--- src/sv/sha256_pkg.sv ---
// ============================================================================
// SHA-256 package
// Shared types, constants and round functions for the byte stream hasher.
// ============================================================================
package sha256_pkg;

    localparam int unsigned WORD_W = 32;

    // Bytes in one message block and the fill position of its last byte.
    localparam int unsigned BLOCK_BYTES = 64;
    localparam logic [5:0]  LAST_FILL   = 6'(BLOCK_BYTES - 1);

    typedef logic [WORD_W-1:0] word_t;

    typedef enum logic [3:0] {
        ST_IDLE,
        ST_LOAD,
        ST_ROUND,
        ST_FOLD,
        ST_PAD_ZERO,
        ST_PAD_LEN,
        ST_EMIT
    } state_t;

    // Commands from the controller to the datapath.
    typedef struct packed {
        logic store_byte;   // write the request byte at the fill position
        logic store_pad;    // write the 0x80 marker at the fill position
        logic store_zero;   // write zero at the fill position
        logic store_len;    // write one length byte at the fill position
        logic bump_total;   // count one message byte
        logic load_work;    // copy the chaining words into the round registers
        logic round_step;   // run one compression round
        logic fold;         // add the working words into the chaining words
        logic reinit;       // return to the initial hash values
        logic clear_fill;   // fill position back to zero
    } sha256_cmd_t;

    // Status from the datapath to the controller.
    typedef struct packed {
        logic [5:0] fill;
        logic       round_last;
    } sha256_stat_t;

    localparam word_t H_INIT [8] = '{
        32'h6A09E667, 32'hBB67AE85, 32'h3C6EF372, 32'hA54FF53A,
        32'h510E527F, 32'h9B05688C, 32'h1F83D9AB, 32'h5BE0CD19
    };

    localparam word_t ROUND_K [64] = '{
        32'h428A2F98, 32'h71374491, 32'hB5C0FBCF, 32'hE9B5DBA5, 32'h3956C25B,
        32'h59F111F1, 32'h923F82A4, 32'hAB1C5ED5, 32'hD807AA98, 32'h12835B01,
        32'h243185BE, 32'h550C7DC3, 32'h72BE5D74, 32'h80DEB1FE, 32'h9BDC06A7,
        32'hC19BF174, 32'hE49B69C1, 32'hEFBE4786, 32'h0FC19DC6, 32'h240CA1CC,
        32'h2DE92C6F, 32'h4A7484AA, 32'h5CB0A9DC, 32'h76F988DA, 32'h983E5152,
        32'hA831C66D, 32'hB00327C8, 32'hBF597FC7, 32'hC6E00BF3, 32'hD5A79147,
        32'h06CA6351, 32'h14292967, 32'h27B70A85, 32'h2E1B2138, 32'h4D2C6DFC,
        32'h53380D13, 32'h650A7354, 32'h766A0ABB, 32'h81C2C92E, 32'h92722C85,
        32'hA2BFE8A1, 32'hA81A664B, 32'hC24B8B70, 32'hC76C51A3, 32'hD192E819,
        32'hD6990624, 32'hF40E3585, 32'h106AA070, 32'h19A4C116, 32'h1E376C08,
        32'h2748774C, 32'h34B0BCB5, 32'h391C0CB3, 32'h4ED8AA4A, 32'h5B9CCA4F,
        32'h682E6FF3, 32'h748F82EE, 32'h78A5636F, 32'h84C87814, 32'h8CC70208,
        32'h90BEFFFA, 32'hA4506CEB, 32'hBEF9A3F7, 32'hC67178F2
    };

    localparam logic [7:0] PAD_MARK  = 8'h80;
    localparam logic [5:0] LEN_START = 6'd56;

    function automatic word_t ror(input word_t v, input int unsigned n);
        ror = (v >> n) | (v << (WORD_W - n));
    endfunction

endpackage

--- src/sv/sha256_datapath.sv ---
// ============================================================================
// SHA-256 datapath
// Block buffer, message schedule window, round registers and chaining words.
// ============================================================================
module sha256_datapath (
    input  logic                      clk,
    input  logic                      rst_n,
    input  sha256_pkg::sha256_cmd_t   cmd,
    input  logic [7:0]                in_byte,
    input  logic [2:0]                out_sel,
    output sha256_pkg::sha256_stat_t  stat,
    output sha256_pkg::word_t         digest
);
    // Bytes are written straight into the sixteen-word schedule window, which
    // then shifts in place during the rounds. Every block writes all 64 byte
    // positions before its compression starts, so nothing stale is hashed.
    sha256_pkg::word_t w_reg [16];
    sha256_pkg::word_t s_reg [8];
    sha256_pkg::word_t h_reg [8];
    logic [5:0]        fill_reg;
    logic [5:0]        round_reg;
    logic [60:0]       total_reg;
    logic [63:0]       bits;
    logic [7:0]        wr_byte;
    logic              wr_en;

    sha256_pkg::word_t w_new, t1, t2, x, y, e, a;

    assign bits = {total_reg, 3'b000};

    always_comb
    begin
        wr_en   = cmd.store_byte | cmd.store_pad | cmd.store_zero | cmd.store_len;
        wr_byte = 8'h00;
        if (cmd.store_byte)
        begin
            wr_byte = in_byte;
        end
        else if (cmd.store_pad)
        begin
            wr_byte = sha256_pkg::PAD_MARK;
        end
        else if (cmd.store_len)
        begin
            wr_byte = bits[8*(7 - fill_reg[2:0]) +: 8];
        end
    end

    always_comb
    begin
        x     = w_reg[1];
        y     = w_reg[14];
        w_new = (sha256_pkg::ror(y, 17) ^ sha256_pkg::ror(y, 19) ^ (y >> 10))
              + w_reg[9]
              + (sha256_pkg::ror(x, 7) ^ sha256_pkg::ror(x, 18) ^ (x >> 3))
              + w_reg[0];
        e  = s_reg[4];
        a  = s_reg[0];
        t1 = s_reg[7] + (sha256_pkg::ror(e, 6) ^ sha256_pkg::ror(e, 11)
                         ^ sha256_pkg::ror(e, 25))
           + ((e & s_reg[5]) ^ (~e & s_reg[6]))
           + sha256_pkg::ROUND_K[round_reg] + w_reg[0];
        t2 = (sha256_pkg::ror(a, 2) ^ sha256_pkg::ror(a, 13) ^ sha256_pkg::ror(a, 22))
           + ((a & s_reg[1]) ^ (a & s_reg[2]) ^ (s_reg[1] & s_reg[2]));
    end

    always_ff @(posedge clk)
    begin
        if (cmd.load_work)
        begin
            for (int i = 0; i < 8; i++)
            begin
                s_reg[i] <= h_reg[i];
            end
        end
        else if (cmd.round_step)
        begin
            for (int i = 0; i < 15; i++)
            begin
                w_reg[i] <= w_reg[i+1];
            end
            w_reg[15] <= w_new;
            s_reg[7] <= s_reg[6];
            s_reg[6] <= s_reg[5];
            s_reg[5] <= s_reg[4];
            s_reg[4] <= s_reg[3] + t1;
            s_reg[3] <= s_reg[2];
            s_reg[2] <= s_reg[1];
            s_reg[1] <= s_reg[0];
            s_reg[0] <= t1 + t2;
        end
        else if (wr_en)
        begin
            // Big-endian: the first byte of a word lands in its top lane.
            w_reg[fill_reg[5:2]][8*(3 - fill_reg[1:0]) +: 8] <= wr_byte;
        end
    end

    always_ff @(posedge clk or negedge rst_n)
    begin
        if (!rst_n)
        begin
            fill_reg  <= '0;
            round_reg <= '0;
            total_reg <= '0;
            for (int i = 0; i < 8; i++)
            begin
                h_reg[i] <= sha256_pkg::H_INIT[i];
            end
        end
        else
        begin
            if (cmd.clear_fill)
            begin
                fill_reg <= '0;
            end
            else if (wr_en)
            begin
                fill_reg <= fill_reg + 6'd1;
            end
            if (cmd.reinit)
            begin
                total_reg <= '0;
            end
            else if (cmd.bump_total)
            begin
                total_reg <= total_reg + 61'd1;
            end
            if (cmd.load_work)
            begin
                round_reg <= '0;
            end
            else if (cmd.round_step)
            begin
                round_reg <= round_reg + 6'd1;
            end
            if (cmd.reinit)
            begin
                for (int i = 0; i < 8; i++)
                begin
                    h_reg[i] <= sha256_pkg::H_INIT[i];
                end
            end
            else if (cmd.fold)
            begin
                for (int i = 0; i < 8; i++)
                begin
                    h_reg[i] <= h_reg[i] + s_reg[i];
                end
            end
        end
    end

    assign stat.fill       = fill_reg;
    assign stat.round_last = (round_reg == 6'd63);
    assign digest          = h_reg[out_sel];

endmodule

--- config.mk ---
export PLATFORM = sky130hd
export DESIGN_NAME = sha256_datapath
export DESIGN_NICKNAME = d
export VERILOG_FILES = /design/src/sv/sha256_pkg.sv /design/src/sv/sha256_datapath.sv
export SDC_FILE = /design/constraint.sdc
export NUM_CORES = 2
export LEC_CHECK = 0
export ABC_CLOCK_PERIOD_IN_PS = 8600
export BUFFER_PORTS_ARGS = -buffer_cell sky130_fd_sc_hd__buf_2
export CORE_MARGIN = 2
export CORE_UTILIZATION = 45
export CTS_CLUSTER_SIZE = 25
export DETAILED_ROUTE_END_ITERATION = 6
export GPL_TIMING_DRIVEN = 0
export PLACE_DENSITY = 0.68
export SLEW_MARGIN = 10
export SYNTH_ARGS = -nofsm -noshare
export SYNTH_HDL_FRONTEND = slang
export SYNTH_SLANG_ARGS = --single-unit
export TNS_END_PERCENT = 10
--- constraint.sdc ---
create_clock -name clk -period 8.6 [get_ports clk]
set_clock_uncertainty 0.1 [all_clocks]
set_input_delay 1.29 -clock clk [delete_from_list [all_inputs] [get_ports clk]]
set_output_delay 1.29 -clock clk [all_outputs]
set_load 0.02 [all_outputs]
# After elaboration in Yosys (flattened, before gate mapping)
# Memory sizes are Yosys's and may differ from the RTL's.
# Index checks and enable logic that the tools add are counted.
dict set report classes {
  n_addsub 24
  mul 0
  mux 36
  bitwise 40
  n_reduce_logical 5
  shifts 3
  div_mod_pow 0
  order_cmp 2
  eq_ne 1
}
# op count
set ops {}
lappend ops {{32-bit adder} 18}
lappend ops {{256-bit two-way mux} 2}
lappend ops {{32-bit two-way mux} 15}
lappend ops {{32-bit XOR} 9}
lappend ops {{32-bit bitwise AND} 5}
lappend ops {{61-bit two-way mux} 2}
lappend ops {{32-bit binary-select mux with 3-bit select} 1}
lappend ops {{64-bit by 33-bit indexed part select with 8-bit output} 1}
lappend ops {{61-bit by 1-bit adder with 61-bit output, second input constant} 1}
lappend ops {{32-bit negator with 34-bit output} 1}
lappend ops {{8-bit by 34-bit variable shift with 32-bit output, first input constant} 1}
lappend ops {{8-bit by 34-bit indexed part select with 32-bit output} 1}
lappend ops {{32-bit NOT} 1}
lappend ops {{10-bit by 32-bit bitwise OR with 32-bit output} 1}
lappend ops {{13-bit by 32-bit bitwise OR with 32-bit output} 1}
lappend ops {{14-bit by 32-bit bitwise OR with 32-bit output} 1}
lappend ops {{15-bit by 32-bit bitwise OR with 32-bit output} 1}
lappend ops {{19-bit by 32-bit bitwise OR with 32-bit output} 1}
lappend ops {{21-bit by 32-bit bitwise OR with 32-bit output} 1}
lappend ops {{25-bit by 32-bit bitwise OR with 32-bit output} 1}
lappend ops {{26-bit by 32-bit bitwise OR with 32-bit output} 1}
lappend ops {{30-bit by 32-bit bitwise OR with 32-bit output} 1}
lappend ops {{7-bit by 32-bit bitwise OR with 32-bit output} 1}
lappend ops {{32-bit OR reduction} 1}
lappend ops {{16 further kinds} 42}
dict set report totals {
  input_bits 23
  register_bits 329
  elab_cells 125
  output_inout_bits 39
  memories 3
  romBits 2048
  mem_bits_rw 768
  latchBits 0
}
# memory words width read_ports rd_clocked_by_memory_dff write_ports line
set memory_table {}
lappend memory_table {{(name not given)} 64 32 1 0 0 sha256_datapath.sv:62} ;# + sha256_pkg::ROUND_K[round_reg] + w_reg[0];
lappend memory_table {w_reg 16 32 16 0 16 sha256_datapath.sv:17} ;# sha256_pkg::word_t w_reg [16];
lappend memory_table {s_reg 8 32 8 0 8 sha256_datapath.sv:18} ;# sha256_pkg::word_t s_reg [8];

# Logic depth before layout (Yosys ltp)
# An unclocked memory read counts as a cell.
dict set report logic_depth {
  depth_word 10
  depth_mapped 40
}

# Worst setup path after synthesis
# OpenSTA, ideal clock, no wires.
dict set report synth_timing {
  kind {register to register}
  from {reg round_reg[0]}
  to {mem s_reg[0][29] (netlist bit), data pin}
  arrival_time_ns 8.138
  required_time_ns 8.233
  synth_period_minus_slack_ns 8.505
  path_stages_with_launch 36
  path_slack_ns 0.095
  setup_time_ns 0.267
  cell_sequence {dfrtp_1 -> inv_1 -> ha_1 -> or2_2 -> clkbuf_1 -> nand3_1 -> nand2_1 -> mux4_2 -> fa_1 -> fa_1 -> fa_1 -> inv_1 -> ha_1 -> fa_1 -> a211oi_1 -> o21ai_0 -> a21o_1 -> a21oi_1 -> o21ai_0 -> a21oi_1 -> xnor2_1 -> inv_1 -> fa_1 -> inv_1 -> ha_1 -> and3_1 -> o211ai_1 -> o21bai_2 -> a31oi_1 -> a31oi_1 -> o21ai_1 -> a221o_1 -> a31o_2 -> a21oi_1 -> xor2_1 -> o21ai_0}
}
# element line
set synth_rtl {}
lappend synth_rtl {{start, declared} sha256_datapath.sv:21} ;# logic [5:0] round_reg;
lappend synth_rtl {{start signal, assigned} sha256_datapath.sv:135} ;# round_reg <= round_reg + 6'd1;
lappend synth_rtl {{end, declared} sha256_datapath.sv:18}

==> results.txt <==
* Routability-driven placement congestion ratio: 1.02
- Outcome: finished with violations
- Number of top-level pins: 62
* CTS sink count: 1097
- In this run, distinct cell masters in the synthesized netlist total 94.
- The worst setup path is launched from a flop.
- Entering global routing, the biggest net connects 87 pins.
* Top flip-flop cell by instance count after synthesis: sky130_fd_sc_hd__edfxtp_1
- Total wirelength of the detailed-routed design: 294000 µm
* Most frequent cell on the critical path: sky130_fd_sc_hd__fa_1
* Class of the most critical hold timing path: input pin to async pin
- Post-route clock period utilization: 1.05
* Clock buffers created by TritonCTS: 132
- Achievable Freq: 0.110 GHz
- Number of nets produced by synthesis: 8499
- For this run, the slowest stage of the critical path takes 0.77 ns.
- Max-cap violations: 1
- Multi-input gate area: 42000 µm²
* Half-perimeter wire length after placement: 225000 µm
- Initial antenna violation count: 12
* FP Rows: 149
- Setup violations remaining at the end of the flow were counted as 12.
* Syn Inst Count: 7882
- Dividing the detail-routed via count by the number of cells gives 6.10.
* Fraction of layout cells with a size suffix above 1: 0.112
- Of the synthesized area, sequential elements account for 0.420.
- The worst register-to-register path has a depth of 29.
* Netlist Area Pre-Place: 74900 µm²
* Die boundary height: 412 µm
- Source of the worst register-to-register timing path: round_reg[1]
- Maximum clock insertion buffer count: 3
* Worst reg2reg setup slack: -0.47 ns
- Clock latency on the worst-skew pair: 0.82 ns
- The critical path starts at round_reg[1].
- Global-route wire length before repair: 421000 µm
- The final hold violation count is 0.
- The via count of the first global-routing pass came to 61700.
- Tmin final: 9.07 ns
- Across every metal layer, demand over resource in global routing totals 0.342.
* Average cell area after synthesis: 9.51 µm²
- Router iterations before antenna repair: 7
- Vias post-DR: 63800
- Kind of end point of the critical path: flop
- Setup repair after global routing could not meet its margin everywhere.
* Sequential cell area: 31500 µm²
- Synthesis warning total: 0
- During placement, the flow inserted port buffers numbering 54.
* Critical path destination: s_reg[0][28]
* Worst Max-Slew Pin Slew: 1.52 ns
- The register with the most flip-flops in the layout has 512 of them.
- After filler insertion, the fill cell instance count of the layout stands at 15000.
- STA puts the critical path data arrival time at 9.50 ns.
- The H-tree was split into 4 levels.
- For this run, asynchronously set or reset flops after synthesis account for 0.300.
- The final reports fail on design-rule violations, max-capacitance violations, max-slew violations, negative setup slack.
- Clk Tree Root Cell: sky130_fd_sc_hd__clkbuf_16
* Layout-stage area growth over the synthesis result: 13.0%
- Seq cells post-synth: 1097
- TritonCTS built the clock tree.
- Biggest fanout along the worst timing path: 5
* Tightest slew margin relative to the limit: -0.0163
- Design area: 84700 µm²
- After the last flow step, the layout net total stands at 8770.
- Residual DRC count: 2
* Effective utilization at floorplan: 0.454
- After the first detailed-routing iteration, the DRC count stood at 7300.
* Overall die width: 412 µm
- After clock tree synthesis, the clock-pin slew on the worst setup and hold paths is 0.06 ns.
- Number of flops mapped to enable cells by yosys: 768
- In this run the remaining antenna-violating nets after routing total 0.
- Final-report max-slew violation count: 11
* DIE AREA: 170000 µm²
- In this run the critical register-to-register path is captured at s_reg[0][28].
* Class of the most critical setup path: flop to flop
- Once routing completed, OpenROAD measured the worst setup slack at -0.465 ns.
* Remaining global-route overflow: 0
* Standard cell core area: 165000 µm²
- Critical Path RT: 9.03 ns
* Standard cell with the maximum stage delay on the critical path: sky130_fd_sc_hd__xor2_1
- After detailed routing, the average wire length per cell comes to 28.1 µm.
- Summing all placed instances gives a cell area of 78300 µm².
## placed cells by master, fill, tap and decap left out, types with 49 or more instances in the layout
cell type and n:
sky130_fd_sc_hd__nand2_1 1613, sky130_fd_sc_hd__mux2_2 60, sky130_fd_sc_hd__buf_4 69, sky130_fd_sc_hd__xnor2_1 388, sky130_fd_sc_hd__ha_1 366, sky130_fd_sc_hd__buf_2 67
sky130_fd_sc_hd__fa_1 192, sky130_fd_sc_hd__mux2i_1 94, sky130_fd_sc_hd__mux4_2 86, sky130_fd_sc_hd__clkbuf_16 137, sky130_fd_sc_hd__a21oi_1 401, sky130_fd_sc_hd__xor2_1 205
sky130_fd_sc_hd__clkbuf_1 332, sky130_fd_sc_hd__inv_1 312, sky130_fd_sc_hd__o21a_1 64, sky130_fd_sc_hd__dfrtp_1 189, sky130_fd_sc_hd__a21o_1 174, sky130_fd_sc_hd__nand3_1 96
sky130_fd_sc_hd__edfxtp_1 768, sky130_fd_sc_hd__nor2_1 430, sky130_fd_sc_hd__o21ai_0 901, sky130_fd_sc_hd__a211oi_1 49, sky130_fd_sc_hd__nand2b_1 91, sky130_fd_sc_hd__dfstp_2 136
sky130_fd_sc_hd__nor3_1 70
## metrics by stage
step	util	setup slack [ns]	TNS (ns)	cells	hold slack [ns]
floorplan	-	0.0952	0	7882	0.392
global placement	0.472	-3.48	-1257.99	10100	0.399
detailed placement	0.474	-3.42	-97.41	10100	0.407
CTS	0.510	-0.255	-0.962	10400	0.201
global route	0.512	-0.629	-5.36	10400	0.215
finish	0.513	-0.465	-2.57	10500	0.224
## Yosys cell counts (all sizes together) (51+ instances only)
cell type  count  area share
a21o         174       0.017
xor2         211       0.025
nand2b        94      0.0078
a211oi        59      0.0060
dfrtp        193       0.064
nor2b         51      0.0043
inv          326       0.016
o21ai        956       0.064
nand2       1632       0.082
nand3         96      0.0064
a21oi        430       0.029
edfxtp       768        0.31
nor2         447       0.022
mux4          86       0.026
clkbuf       358       0.018
fa           195       0.052
nor3          78      0.0052
o21a          65      0.0065
xnor2        403       0.047
dfstp        136       0.048
mux2i         94       0.013
mux2          61      0.0092
ha           399       0.067
## critical path: cells and delay by family (launching register included)
| family | cells | cell delay (ns) |
|---|---|---|
| buf+inv | 5 | 0.60 |
| fa+ha+maj | 7 | 3.06 |
| compound gates | 12 | 2.64 |
| mux | 1 | 0.72 |
| xor+xnor | 2 | 0.97 |
| simple gates | 2 | 0.28 |
| flops | 1 | 0.42 |
## per-layer routing
metal  global-route usage  up-vias  part of all wire  wire length (µm)
li1                     -    28300                 -                 -
met1                0.422    31200              0.37            110000
met2                0.545     3460              0.45            133000
met3               0.0674      829             0.093             27300
met4                0.232       10             0.079             23300
met5                    0        -           0.00020                58
## what timing repair did
item / 4_1_cts / 5_1_grt
pin swaps: 78 / 54
gates resized for setup: 311 / 58
gates cloned: 1 / 0
hold buffers: 0 / 0
buffers inserted: 57 / 14
endpoints found under the setup margin: 51 / 21
## kinds of logic (layout without fill, tap and decap cells)
family / count (synthesis) / in the layout / share of synthesized area
AO/OA/AOI/OAI: 2015 / 2015 / 0.159
XOR/XNOR: 616 / 616 / 0.0724
adder cells (fa/ha/maj): 597 / 597 / 0.119
buffers and inverters: 727 / 1103 / 0.0365
flip-flops: 1097 / 1097 / 0.420
multiplexers: 241 / 241 / 0.0476
other: 0 / 9 / 0
AND/OR/NAND/NOR: 2589 / 2589 / 0.145
## cell type report
| class | count | share of cell area |
|---|---|---|
| diodes | 9 | 0.000266 |
| clock inverters | 65 | 0.00749 |
| plain buffers | 396 | 0.0204 |
| repair buffers | 141 | 0.0149 |
| clock buffers | 174 | 0.0420 |
| multi-input cells | 6058 | 0.496 |
| well taps | 2189 | 0.0323 |
| flip-flops and latches | 1097 | 0.372 |
| inverters | 327 | 0.0146 |
## how the worst min path moves through the flow
stage	slack (ns)	end
4_1_cts	0.20	h_reg[231]
3_3_place_gp	0.40	w_reg[6][27]
5_1_grt	0.21	h_reg[232]
6_report	0.22	h_reg[232]
2_1_floorplan	0.39	h_reg[245]
3_5_place_dp	0.41	w_reg[3][28]
Power is left out: the tool's default activity adds up to more than one toggle a clock period on the data nets, which glitch-free logic cannot reach.
