## config.mk

```make
export PLATFORM = sky130hd
export DESIGN_NAME = sha256_ctrl
export DESIGN_NICKNAME = d
export VERILOG_FILES = /design/src/sv/sha256_pkg.sv /design/src/sv/sha256_ctrl.sv
export SDC_FILE = /design/constraint.sdc
export NUM_CORES = 1
export LEC_CHECK = 0
export ABC_CLOCK_PERIOD_IN_PS = 3600
export BUFFER_PORTS_ARGS = -buffer_cell sky130_fd_sc_hd__buf_2
export CAP_MARGIN = 10
export CELL_PAD_IN_SITES_DETAIL_PLACEMENT = 1
export CELL_PAD_IN_SITES_GLOBAL_PLACEMENT = 2
export CORE_UTILIZATION = 29
export CTS_BUF_LIST = sky130_fd_sc_hd__clkbuf_2 sky130_fd_sc_hd__clkbuf_4 sky130_fd_sc_hd__clkbuf_8
export DETAILED_ROUTE_END_ITERATION = 12
export PLACE_DENSITY_LB_ADDON = 0.1
export SYNTH_ARGS = -nofsm -noshare
export SYNTH_HDL_FRONTEND = slang
export SYNTH_SLANG_ARGS = --single-unit
```

## constraint.sdc

```tcl
create_clock -name clk -period 3.6 [get_ports clk]
set_clock_uncertainty 0.15 [all_clocks]
set_input_delay 0.18 -clock clk [delete_from_list [all_inputs] [get_ports clk]]
set_output_delay 0.18 -clock clk [all_outputs]
set_load 0.1 [all_outputs]
```

## src/sv/sha256_pkg.sv

```systemverilog
// ============================================================================
// SHA-256 package
// Shared types, constants and round functions for the byte stream hasher.
// ============================================================================
package sha256_pkg;

    localparam int unsigned WORD_W = 32;

    // Bytes in one message block and the fill position of its last byte.
    localparam int unsigned BLOCK_BYTES = 64;
    localparam logic [5:0]  LAST_FILL   = 6'(BLOCK_BYTES - 1);

    typedef logic [WORD_W-1:0] word_t;

    typedef enum logic [3:0] {
        ST_IDLE,
        ST_LOAD,
        ST_ROUND,
        ST_FOLD,
        ST_PAD_ZERO,
        ST_PAD_LEN,
        ST_EMIT
    } state_t;

    // Commands from the controller to the datapath.
    typedef struct packed {
        logic store_byte;   // write the request byte at the fill position
        logic store_pad;    // write the 0x80 marker at the fill position
        logic store_zero;   // write zero at the fill position
        logic store_len;    // write one length byte at the fill position
        logic bump_total;   // count one message byte
        logic load_work;    // copy the chaining words into the round registers
        logic round_step;   // run one compression round
        logic fold;         // add the working words into the chaining words
        logic reinit;       // return to the initial hash values
        logic clear_fill;   // fill position back to zero
    } sha256_cmd_t;

    // Status from the datapath to the controller.
    typedef struct packed {
        logic [5:0] fill;
        logic       round_last;
    } sha256_stat_t;

    localparam word_t H_INIT [8] = '{
        32'h6A09E667, 32'hBB67AE85, 32'h3C6EF372, 32'hA54FF53A,
        32'h510E527F, 32'h9B05688C, 32'h1F83D9AB, 32'h5BE0CD19
    };

    localparam word_t ROUND_K [64] = '{
        32'h428A2F98, 32'h71374491, 32'hB5C0FBCF, 32'hE9B5DBA5, 32'h3956C25B,
        32'h59F111F1, 32'h923F82A4, 32'hAB1C5ED5, 32'hD807AA98, 32'h12835B01,
        32'h243185BE, 32'h550C7DC3, 32'h72BE5D74, 32'h80DEB1FE, 32'h9BDC06A7,
        32'hC19BF174, 32'hE49B69C1, 32'hEFBE4786, 32'h0FC19DC6, 32'h240CA1CC,
        32'h2DE92C6F, 32'h4A7484AA, 32'h5CB0A9DC, 32'h76F988DA, 32'h983E5152,
        32'hA831C66D, 32'hB00327C8, 32'hBF597FC7, 32'hC6E00BF3, 32'hD5A79147,
        32'h06CA6351, 32'h14292967, 32'h27B70A85, 32'h2E1B2138, 32'h4D2C6DFC,
        32'h53380D13, 32'h650A7354, 32'h766A0ABB, 32'h81C2C92E, 32'h92722C85,
        32'hA2BFE8A1, 32'hA81A664B, 32'hC24B8B70, 32'hC76C51A3, 32'hD192E819,
        32'hD6990624, 32'hF40E3585, 32'h106AA070, 32'h19A4C116, 32'h1E376C08,
        32'h2748774C, 32'h34B0BCB5, 32'h391C0CB3, 32'h4ED8AA4A, 32'h5B9CCA4F,
        32'h682E6FF3, 32'h748F82EE, 32'h78A5636F, 32'h84C87814, 32'h8CC70208,
        32'h90BEFFFA, 32'hA4506CEB, 32'hBEF9A3F7, 32'hC67178F2
    };

    localparam logic [7:0] PAD_MARK  = 8'h80;
    localparam logic [5:0] LEN_START = 6'd56;

    function automatic word_t ror(input word_t v, input int unsigned n);
        ror = (v >> n) | (v << (WORD_W - n));
    endfunction

endpackage

```

## src/sv/sha256_ctrl.sv

```systemverilog
// ============================================================================
// SHA-256 controller
// Sequences buffering, padding, compression and digest output.
// ============================================================================
module sha256_ctrl (
    input  logic                     clk,
    input  logic                     rst_n,
    input  logic                     in_valid,
    input  logic                     in_mode,
    output logic                     in_ready,
    output logic                     out_valid,
    input  logic                     out_ready,
    output logic [2:0]               out_sel,
    input  sha256_pkg::sha256_stat_t stat,
    output sha256_pkg::sha256_cmd_t  cmd
);
    sha256_pkg::state_t state_reg, state_next;
    logic               finish_reg, finish_next;   // block being hashed holds padding
    logic [2:0]         sel_reg, sel_next;

    always_ff @(posedge clk or negedge rst_n)
    begin
        if (!rst_n)
        begin
            state_reg  <= sha256_pkg::ST_IDLE;
            finish_reg <= 1'b0;
            sel_reg    <= '0;
        end
        else
        begin
            state_reg  <= state_next;
            finish_reg <= finish_next;
            sel_reg    <= sel_next;
        end
    end

    always_comb
    begin
        state_next  = state_reg;
        finish_next = finish_reg;
        sel_next    = sel_reg;
        cmd         = '0;
        in_ready    = 1'b0;
        out_valid   = 1'b0;
        case (state_reg)
            sha256_pkg::ST_IDLE:
            begin
                in_ready = 1'b1;
                if (in_valid)
                begin
                    if (!in_mode)
                    begin
                        cmd.store_byte = 1'b1;
                        cmd.bump_total = 1'b1;
                        finish_next    = 1'b0;
                        if (stat.fill == sha256_pkg::LAST_FILL)
                        begin
                            state_next = sha256_pkg::ST_LOAD;
                        end
                    end
                    else
                    begin
                        cmd.store_pad = 1'b1;
                        state_next    = sha256_pkg::ST_PAD_ZERO;
                    end
                end
            end
            sha256_pkg::ST_PAD_ZERO:
            begin
                if (stat.fill == sha256_pkg::LEN_START && !finish_reg)
                begin
                    state_next = sha256_pkg::ST_PAD_LEN;
                end
                else if (stat.fill == 6'd0 && !finish_reg)
                begin
                    // Marker did not leave room for the length: hash this block first.
                    finish_next = 1'b1;
                    state_next  = sha256_pkg::ST_LOAD;
                end
                else
                begin
                    cmd.store_zero = 1'b1;
                    if (finish_reg && stat.fill == 6'd55)
                    begin
                        finish_next = 1'b0;
                        state_next  = sha256_pkg::ST_PAD_LEN;
                    end
                end
            end
            sha256_pkg::ST_PAD_LEN:
            begin
                cmd.store_len = 1'b1;
                if (stat.fill == sha256_pkg::LAST_FILL)
                begin
                    finish_next = 1'b1;
                    state_next  = sha256_pkg::ST_LOAD;
                end
            end
            sha256_pkg::ST_LOAD:
            begin
                cmd.load_work = 1'b1;
                state_next    = sha256_pkg::ST_ROUND;
            end
            sha256_pkg::ST_ROUND:
            begin
                cmd.round_step = 1'b1;
                if (stat.round_last)
                begin
                    state_next = sha256_pkg::ST_FOLD;
                end
            end
            sha256_pkg::ST_FOLD:
            begin
                cmd.fold = 1'b1;
                if (finish_reg && stat.fill == 6'd0 && sel_reg == 3'd1)
                begin
                    // Length block done.
                    sel_next   = '0;
                    state_next = sha256_pkg::ST_EMIT;
                end
                else if (finish_reg)
                begin
                    // Overflow block done; the next block is all padding and length.
                    state_next = sha256_pkg::ST_PAD_ZERO;
                end
                else
                begin
                    state_next = sha256_pkg::ST_IDLE;
                end
            end
            sha256_pkg::ST_EMIT:
            begin
                out_valid = 1'b1;
                if (out_ready)
                begin
                    sel_next = sel_reg + 3'd1;
                    if (sel_reg == 3'd7)
                    begin
                        cmd.reinit     = 1'b1;
                        cmd.clear_fill = 1'b1;
                        finish_next    = 1'b0;
                        state_next     = sha256_pkg::ST_IDLE;
                    end
                end
            end
            default:
            begin
                state_next = sha256_pkg::ST_IDLE;
            end
        endcase
        // Length block marks itself by loading sel 1 before its compression.
        if (state_reg == sha256_pkg::ST_PAD_LEN && stat.fill == sha256_pkg::LAST_FILL)
        begin
            sel_next = 3'd1;
        end
        else if (state_reg == sha256_pkg::ST_PAD_ZERO && stat.fill == 6'd0 && !finish_reg)
        begin
            sel_next = 3'd0;
        end
    end

    assign out_sel = sel_reg;

endmodule

```

======== Yosys cells after proc, flatten, opt, wreduce, memory -nomap -nowiden ========
Index checks and enable logic that the tools add are counted.
storage, ports and cells
  register bits ........................... 8
  input port bits ......................... 12
  output and inout port bits .............. 15
  logic and storage cells ................. 86
operators by class
  $add $sub $neg .......................... 1
  eq/ne operators ......................... 22
  mux-type cells .......................... 44
  reductions and logical operators ........ 16
operators with widths
  cell                                            number
  2-to-1 mux 4 bit                                10
  one-hot mux 4 bit (7 select lines)              1
  2-to-1 mux 1 bit                                21
  == test 6 bit (second input constant)           3
  2-to-1 mux 3 bit                                5
  != test 2 bit (second input constant)           7
  == test 4 x 3 -> 1 bit (second input constant)  3
  != test 4 bit (second input constant)           3
  2-to-1 mux 2 bit                                5
  == test 4 x 2 -> 1 bit (second input constant)  2
  logical AND 1 bit                               8
  AND reduction 8 bit                             1
  nonzero test 4 bit                              2
  zero test 6 bit                                 1
  one-hot mux 3 bit (2 select lines)              1
  AND reduction 5 bit                             1
  == test 4 x 1 -> 1 bit (second input constant)  1
  zero test 4 bit                                 1
  one-hot mux 1 bit (4 select lines)              1
  adder 3 x 1 -> 3 bit (second input constant)    1
  == test 3 x 1 -> 1 bit (second input constant)  1
  == test 3 bit (second input constant)           1
  != test 3 bit (second input constant)           1
  AND reduction 3 bit                             1
  zero test 1 bit                                 1

======== Longest topological paths before layout ========
Gate-level depths: netlist of run 1.
  depth after elaboration ................. 7
  gate-level depth with buffers ........... 7
  mapped depth without buffers ............ 7

======== Worst setup path before layout of run 1 ========
Ideal clock, no wire load.
  path type ............................... flip-flop to output port
  start point ............................. register state_reg[2]
  end point ............................... output cmd[9] (netlist bit)
  data arrival time ....................... 5.160 ns
  required time ........................... 3.270 ns
  path slack .............................. -1.890 ns
  stages on the path, launching flop included .. 5
  buffers on the path ..................... 2
  cells stage by stage .................... dfrtp_1 buf_4 nor4_1 and3_1 buf_4
RTL lines
  item                    line               source
  start, declared         sha256_ctrl.sv:17  sha256_pkg::state_t state_reg, state_next;
  start signal, assigned  sha256_ctrl.sv:25  state_reg <= sha256_pkg::ST_IDLE;
  start signal, assigned  sha256_ctrl.sv:31  state_reg <= state_next;
  end, declared           sha256_ctrl.sv:15  output sha256_pkg::sha256_cmd_t cmd

======== Worst setup path after layout of run 1 ========
  start point ............................. register state_reg[0]
  end point ............................... register sel_reg[2], in the netlist out_sel[2]
on the way
  word-level cells in the longest chain between the ends .. 5
RTL lines
  item                                                               line                source
  == test 4 x 3 -> 1 bit                                             sha256_ctrl.sv:156  else if (state_reg == sha256_pkg::ST_PAD_ZERO && stat.fill == 6'd0 && !finish_reg)
  logical AND 1 bit (2 in a row)                                     sha256_ctrl.sv:156
  != test 4 bit (no line), or another cell as far along              --
  AND reduction 3 bit (no line) or 2-to-1 mux 3 bit (tied branches)  --
  end signal, assigned                                               sha256_ctrl.sv:33   sel_reg <= sel_next;
  end, declared                                                      sha256_ctrl.sv:19   logic [2:0] sel_reg, sel_next;
Parallel ways exist; a longest one is shown, timed or not.
A chain may end at the register's enable or synchronous reset.

==> flow_summary_export.csv, run 1 <==
group,metric,value,unit
cts,cts_sinks,8,
global_route,grt_util_all_layers,16.0,%
synth,syn_area,696,sq um
drt,drc_errors,0,
pwr,power_frac_seq,30.0,%
sta,rsz0062_at_grt,"no",
floorplanning,initial_core_util,31.1,%
synth,synth-seq-area-share,28.8,%
critical_path,start_kind,"register",
floorplanning,ios,27,
cts,clock_path_buffers,2,
floorplanning,die_area,0.00260,sq mm
sta,hold_viol,0,
global_route,antenna_found_initial,0,
cts,cts_made_buffers,3,
drt,wire_per_inst,13.3,um
pwr,leakage,0.479,nW
global_route,grt_pass1_vias,682,
finish,nets,127,
critical_path,cp.required,3.58,ns
cts,clk_pin_slew_worst_paths,0.05,ns
drt,drt.antenna.violating_nets,0,
sta,min_period,2.42,ns
run,maxCapViolations,0,
synth,yosysWarnings,0,
floorplanning,core-area,0.00223,sq mm
finish,drive_above_1_share,30.9,%
sta,slew_headroom,49.0,%
floorplanning,die_h,51.0,um
synth,synth_cells,86,
critical_path,path_class,"reg2reg",
drt,viasPerCell,4.98,
synth,synthArstFlopShare,100,%
pwr,internal_power,230,uW
placement,place_congestion,0.736,
sta,period_share,67.3,%
critical_path,r2r_slack,1.18,ns
sta,worst_pin_slew,0.755,ns
synth,synth-edff-count,0,
sta,totalNegativeSetupSlack,0,ns
synth,syn_avg_cell_area,8.09,sq um
cts,post-cts-setup-buffers,0,
drt,dr.pass1.iters,4,
cts,cts_tree,"yes",
critical_path,worstPathArrival,2.41,ns
pwr,total_power,521,uW
run_status,status,"complete, no violations",
synth,synth_cell_types,38,
cts,cts_resized,0,
finish,multiInputGateArea,460,sq um
pwr,power_density,592,mW/mm^2
synth,syn_nets,101,
global_route,gr-total-overflow,0,
pwr,clock_power_share,12.5,%
finish,antennaDiodeCount,0,
pwr,sw_frac_of_total,55.9,%
critical_path,cp_max_fo,12,
finish,area.sequential,200,sq um
sta,max_freq,0.413,GHz
floorplanning,rows,17,
sta,setup_violations,0,
sta,drv_slew,0,
pwr,power_frac_comb,57.5,%
finish,area_growth_syn_to_layout,26.6,%
drt,drt_first_iter_violations,10,
finish,final_common_cell,"buf_2",
placement,hpwl,1510,um
cts,root_buffer,"clkbuf_4",
finish,largest_register_ffs,4,
global_route,grt_start_max_net_pins,14,
cts,cts_hold_buffers,1,
finish,layout.cells.most_common_list,"26 x buf_2, 11 x nand2_1, 8 x dfrtp_1",
critical_path,endpoint_kind,"register",
synth,ys_ff_latch,8,
finish,n_fill_cell,289,
pwr,peakVddDrop,0.338,mV
synth,synth_ff_type,"dfrtp_1",
worst_hold_path,worstHoldPathType,"in2reg",
placement,io_buffers,26,
cts,clkLatencyLatePin,0.25,ns
global_route,grt_pass1_wl,3100,um
drt,routed_wl,1840,um
cts,htreeDepth,1,
floorplanning,dieWidth,51.0,um
pwr,power.switching,291,uW
drt,vias,687,
==> worst paths after layout <==
check	depth (start not counted)	startpoint	endpoint
worst max-delay path	5	state_reg[0]$_DFFE_PN0P_	out_sel[2]$_DFFE_PN0P_
worst min register to register	1	out_sel[1]$_DFFE_PN0P_	out_sel[1]$_DFFE_PN0P_
worst max register to register	5	state_reg[0]$_DFFE_PN0P_	out_sel[2]$_DFFE_PN0P_
max in group asynchronous	2	rst_n	state_reg[0]$_DFFE_PN0P_
worst min-delay path	2	out_ready	out_sel[2]$_DFFE_PN0P_
min in group asynchronous	2	rst_n	out_sel[1]$_DFFE_PN0P_
==> stage by stage <==
step | cell area, sq um | setup slack, ns | instances | hold WS, ns | utilization (%)
floorplan | 717 | 0.131 | 86 | -0.266 | -
global placement | 848 | 1.24 | 134 | -0.124 | 38.0
detailed placement | 848 | 1.17 | 134 | -0.125 | 38.0
CTS | 881 | 1.17 | 138 | 0.102 | 39.4
global route | 881 | 1.10 | 138 | 0.100 | 39.4
finish | 881 | 1.18 | 138 | 0.105 | 39.4
==> cells by family (layout without fill, tap and decap cells) <==
| kind of cell | Yosys count | count (layout) | share of synthesized area [%] |
|---|---|---|---|
| AND/OR/NAND/NOR | 43 | 43 | 36.3 |
| adder cells (fa/ha/maj) | 3 | 3 | 5.40 |
| XOR/XNOR | 1 | 1 | 1.26 |
| other | 1 | 1 | 0.539 |
| buffers and inverters | 12 | 36 | 8.09 |
| flip-flops | 8 | 8 | 28.8 |
| AO/OA/AOI/OAI | 17 | 17 | 18.0 |
| multiplexers | 1 | 1 | 1.62 |
==> power by group through the flow <==
stage                     clock, mW  combinational [mW]  sequential (mW)
after floorplan                   0               0.256            0.154
after global placement            0               0.300            0.157
after detailed placement          0               0.302            0.159
after CTS                    0.0691               0.303            0.157
after global routing         0.0742               0.323            0.162
final                        0.0650               0.300            0.156
==> cell type report <==
class | count | area share, %
sequential | 8 | 22.7
clock buffer | 3 | 2.56
timing repair buffer | 27 | 15.9
tap | 28 | 3.98
multi-input combinational | 66 | 52.3
inverter | 6 | 2.56
==> worst max-delay path, cell delays in order, from the launching register on <==
cell	delay, ns
dfrtp_1	0.52
or4b_4	0.60
or3_4	0.42
a22o_1	0.19
a22o_1	0.22
a32o_1	0.21
==> layer usage <==
| layer | vias up | GRT usage (%) | wire length, um |
|---|---|---|---|
| li1 | 359 | - | - |
| met1 | 309 | 21.8 | 894 |
| met2 | 17 | 25.9 | 851 |
| met3 | 2 | 1.79 | 78 |
| met4 | 0 | 5.56 | 15 |
| met5 | - | 0 | 0 |
==> cells in the mapped netlist, types with 2 or more instances <==
| master | number | share of area [%] |
|---|---|---|
| nand2_1 | 11 | 5.9 |
| dfrtp_1 | 8 | 29 |
| inv_1 | 6 | 3.2 |
| nor2_1 | 6 | 3.2 |
| and3_1 | 5 | 4.5 |
| buf_4 | 3 | 3.2 |
| clkbuf_1 | 3 | 1.6 |
| ha_1 | 3 | 5.4 |
| nor4_1 | 3 | 2.7 |
| o21ai_0 | 3 | 2.2 |
| a21oi_1 | 2 | 1.4 |
| a22o_1 | 2 | 2.5 |
| a22oi_1 | 2 | 2.2 |
| nand3b_1 | 2 | 2.2 |
| nor3_1 | 2 | 1.4 |
| or3_1 | 2 | 1.8 |
| or4_1 | 2 | 2.2 |
(Power assumes the default switching activity.)
==> inputs of run 2 (changes only) <==
--- a/config.mk
+++ b/config.mk
@@ -5,12 +5,13 @@
 export SDC_FILE = /design/constraint.sdc
 export NUM_CORES = 1
 export LEC_CHECK = 0
-export ABC_CLOCK_PERIOD_IN_PS = 3600
+export ABC_AREA = 1
+export ABC_CLOCK_PERIOD_IN_PS = 2500
 export BUFFER_PORTS_ARGS = -buffer_cell sky130_fd_sc_hd__buf_2
 export CAP_MARGIN = 10
 export CELL_PAD_IN_SITES_DETAIL_PLACEMENT = 1
 export CELL_PAD_IN_SITES_GLOBAL_PLACEMENT = 2
-export CORE_UTILIZATION = 29
+export CORE_UTILIZATION = 25
 export CTS_BUF_LIST = sky130_fd_sc_hd__clkbuf_2 sky130_fd_sc_hd__clkbuf_4 sky130_fd_sc_hd__clkbuf_8
 export DETAILED_ROUTE_END_ITERATION = 12
 export PLACE_DENSITY_LB_ADDON = 0.1
==> constraint.sdc (replaced) <==
create_clock -name clk -period 2.5 [get_ports clk]
set_clock_uncertainty 0.15 [all_clocks]
set_input_delay 0.125 -clock clk [delete_from_list [all_inputs] [get_ports clk]]
set_output_delay 0.125 -clock clk [all_outputs]
set_load 0.1 [all_outputs]
==> run 2 against run 1 <==
  * The run now ends with design-rule violations left
  * Sequential power is 35% higher
  * Worst hold slack worse by 0.0085 ns
  * Clock power is 57% higher
  * Synthesized area is 11% higher
  * Global-route usage is 1.6 points lower
  * Final area is 11% higher
  * Critical path depth is 1 lower
  * Register-to-register slack worse by 0.34 ns
  * Count of clock-buffer cells in the layout stayed put
==> flow_summary_export.csv, run 2 <==
group,metric,value,unit
global_route,grt_util_all_layers,14.4,%
synth,synth_common_cells,"32 x nand2_1, 17 x inv_1, 17 x nor2_1",
cts,cts_sinks,8,
finish,nets,170,
global_route,antenna_found_initial,0,
critical_path,ff2ff_path_depth,8,
global_route,grt_pass1_vias,810,
synth,syn_nets,140,
pwr,internal_power,337,uW
placement,place_congestion,0.739,
floorplanning,die_area,0.00330,sq mm
cts,clkLatencyLatePin,0.25,ns
global_route,grt_start_max_net_pins,9,
sta,hold_viol,0,
finish,finish.utilization,34.5,%
synth,synth_cells,125,
floorplanning,die_h,57.5,um
finish,antennaDiodeCount,0,
cts,cts_resized,0,
critical_path,rr_startpoint,"state_reg[2]$_DFFE_PN0P_",
drt,drt_first_iter_violations,11,
synth,synth-edff-count,0,
synth,synth_largest_area_cell,"dfrtp_1",
drt,vias,861,
cts,htreeDepth,1,
pwr,power_frac_comb,64.7,%
finish,area.sequential,203,sq um
critical_path,start_kind,"register",
sta,max_freq,0.491,GHz
critical_path,crit_chain,"nor2_2 -> nand3_2 -> nor3_4 -> buf_2",
critical_path,cp_max_fo,7,
placement,place_area,945,sq um
cts,clk_pin_slew_worst_paths,0.06,ns
finish,area_growth_syn_to_layout,27.0,%
synth,yosysWarnings,0,
critical_path,endpoint_kind,"output port",
synth,syn_area,769,sq um
cts,cts_made_buffers,3,
drt,viasPerCell,4.68,
sta,totalNegativeSetupSlack,0,ns
run_status,violations,"design-rule violations",
critical_path,cpPeakStageDelay,0.45,ns
sta,rsz0062_at_grt,"no",
synth,yosys-top-cells-area,"dfrtp_1 26%, nand2_1 16%, nand3_1 10%",
synth,synth_top_area_share,26.0,%
critical_path,critical-path-slowest-cell,"buf_2",
run,maxCapViolations,0,
pwr,leakage,0.587,nW
cts,cts_tree,"yes",
synth,synthArstFlopShare,100,%
finish,layout.cells.most_common_list,"32 x nand2_1, 26 x buf_2, 17 x inv_1",
cts,clock_path_buffers,2,
pwr,power_density,909,mW/mm^2
synth,synth-seq-area-share,26.0,%
worst_hold_path,worstHoldPathType,"in2async",
critical_path,worstPathArrival,1.76,ns
global_route,gr-total-overflow,0,
cts,root_buffer,"clkbuf_4",
critical_path,r2r_slack,0.84,ns
pwr,peakVddDrop,0.336,mV
floorplanning,ios,27,
critical_path,cp.required,2.23,ns
pwr,total_power,889,uW
synth,ys_ff_latch,8,
synth,synth_ff_type,"dfrtp_1",
sta,min_period,2.04,ns
sta,drv_slew,0,
finish,fin_area,977,sq um
drt,routed_wl,2140,um
sta,setup_violations,0,
finish,drive_above_1_share,33.3,%
drt,drt.antenna.violating_nets,0,
drt,dr.pass1.iters,10,
finish,n_fill_cell,385,
synth,syn_avg_cell_area,6.16,sq um
critical_path,path_class,"reg2out",
pwr,sw_frac_of_total,62.1,%
critical_path,rr_endpoint,"finish_reg$_DFFE_PN0P_",
pwr,power.switching,552,uW
placement,hpwl,1830,um
pwr,clock_power_share,11.5,%
placement,io_buffers,26,
drt,wire_per_inst,11.6,um
run_status,status,"finished, violations left",
finish,final_common_cell,"nand2_1",
sta,period_share,81.5,%
cts,post-cts-setup-buffers,0,
finish,largest_register_ffs,4,
floorplanning,dieWidth,57.5,um
synth,synth_most_common_cell,"nand2_1",
floorplanning,initial_core_util,27.2,%
synth,synth_cell_types,19,
pwr,power_frac_seq,23.7,%
placement,pre_cts_slack,0.732,ns
finish,multiInputGateArea,490,sq um
floorplanning,core-area,0.00283,sq mm
floorplanning,rows,19,
sta,setup_ws,0.462,ns
global_route,grt_pass1_wl,3660,um
drt,drc_errors,2,
run 2: changes by cell type after synthesis, sizes merged, moves of 5 or more:
cell,before,now
inv,6,21
nor2,6,24
and3,5,0
nand3,1,19
nand2,11,36
run 2: cell families after synthesis:
logic type | after synthesis | synth area share (%)
AND/OR/NAND/NOR | 85 | 53.3
buffers and inverters | 24 | 12.7
flip-flops | 8 | 26.0
AO/OA/AOI/OAI | 4 | 2.60
adder cells (fa/ha/maj) | 3 | 4.88
other | 1 | 0.487
run 2: cell type report:
class                   count  share of cell area, %
flip-flops and latches      8                   20.7
well taps                  31                   3.97
inverters                  22                   8.45
clock buffers               3                   2.30
multi-input cells          93                   50.2
repair buffers             27                   14.3
run 2: worst max path at each step:
stage	from	to	slack, ns	cells after the start
floorplan	out_sel[2]$_DFFE_PN0P_	cmd[1]	0.02	4
global placement	state_reg[3]$_DFFE_PN0P_	cmd[9]	0.79	4
detailed placement	state_reg[2]$_DFFE_PN0P_	cmd[5]	0.73	4
CTS	state_reg[2]$_DFFE_PN0P_	cmd[5]	0.45	4
global route	state_reg[1]$_DFFE_PN0P_	cmd[7]	0.36	6
finish	state_reg[2]$_DFFE_PN0P_	cmd[5]	0.46	4
run 2: critical path, delay by kind of cell (launching register included):
| family | cells | cell delay (ns) |
|---|---|---|
| buffers and inverters | 1 | 0.45 |
| and+or+nand+nor | 3 | 0.63 |
| DFF | 1 | 0.44 |
run 2: timing repair:
item	4_1_cts	5_1_grt
endpoints found under the setup margin	0	0
endpoints found under the hold margin	8	0
hold buffers	1	0
run 2: per-stage QoR:
step	instances	hold WS, ns
3_5_place_dp	180	-0.164
3_3_place_gp	180	-0.171
6_report	184	0.0961
5_1_grt	184	0.118
4_1_cts	184	0.0993
2_1_floorplan	125	-0.321
run 2: power groups by stage:
stage / sequential, mW / combinational [mW] / clock [mW]
after floorplan: 0.254 / 0.429 / 0
after global placement: 0.210 / 0.574 / 0
after detailed placement: 0.214 / 0.579 / 0
after CTS: 0.212 / 0.582 / 0.106
after global routing: 0.218 / 0.625 / 0.111
final: 0.211 / 0.575 / 0.102
run 2: layer usage:
layer  track usage [%]  up-vias  wire [um]
met5                 0        -          0
met2              25.2       14       1100
li1                  -      444          -
met3              1.36        0         49
met4              4.18        0          0
met1              18.8      403        988
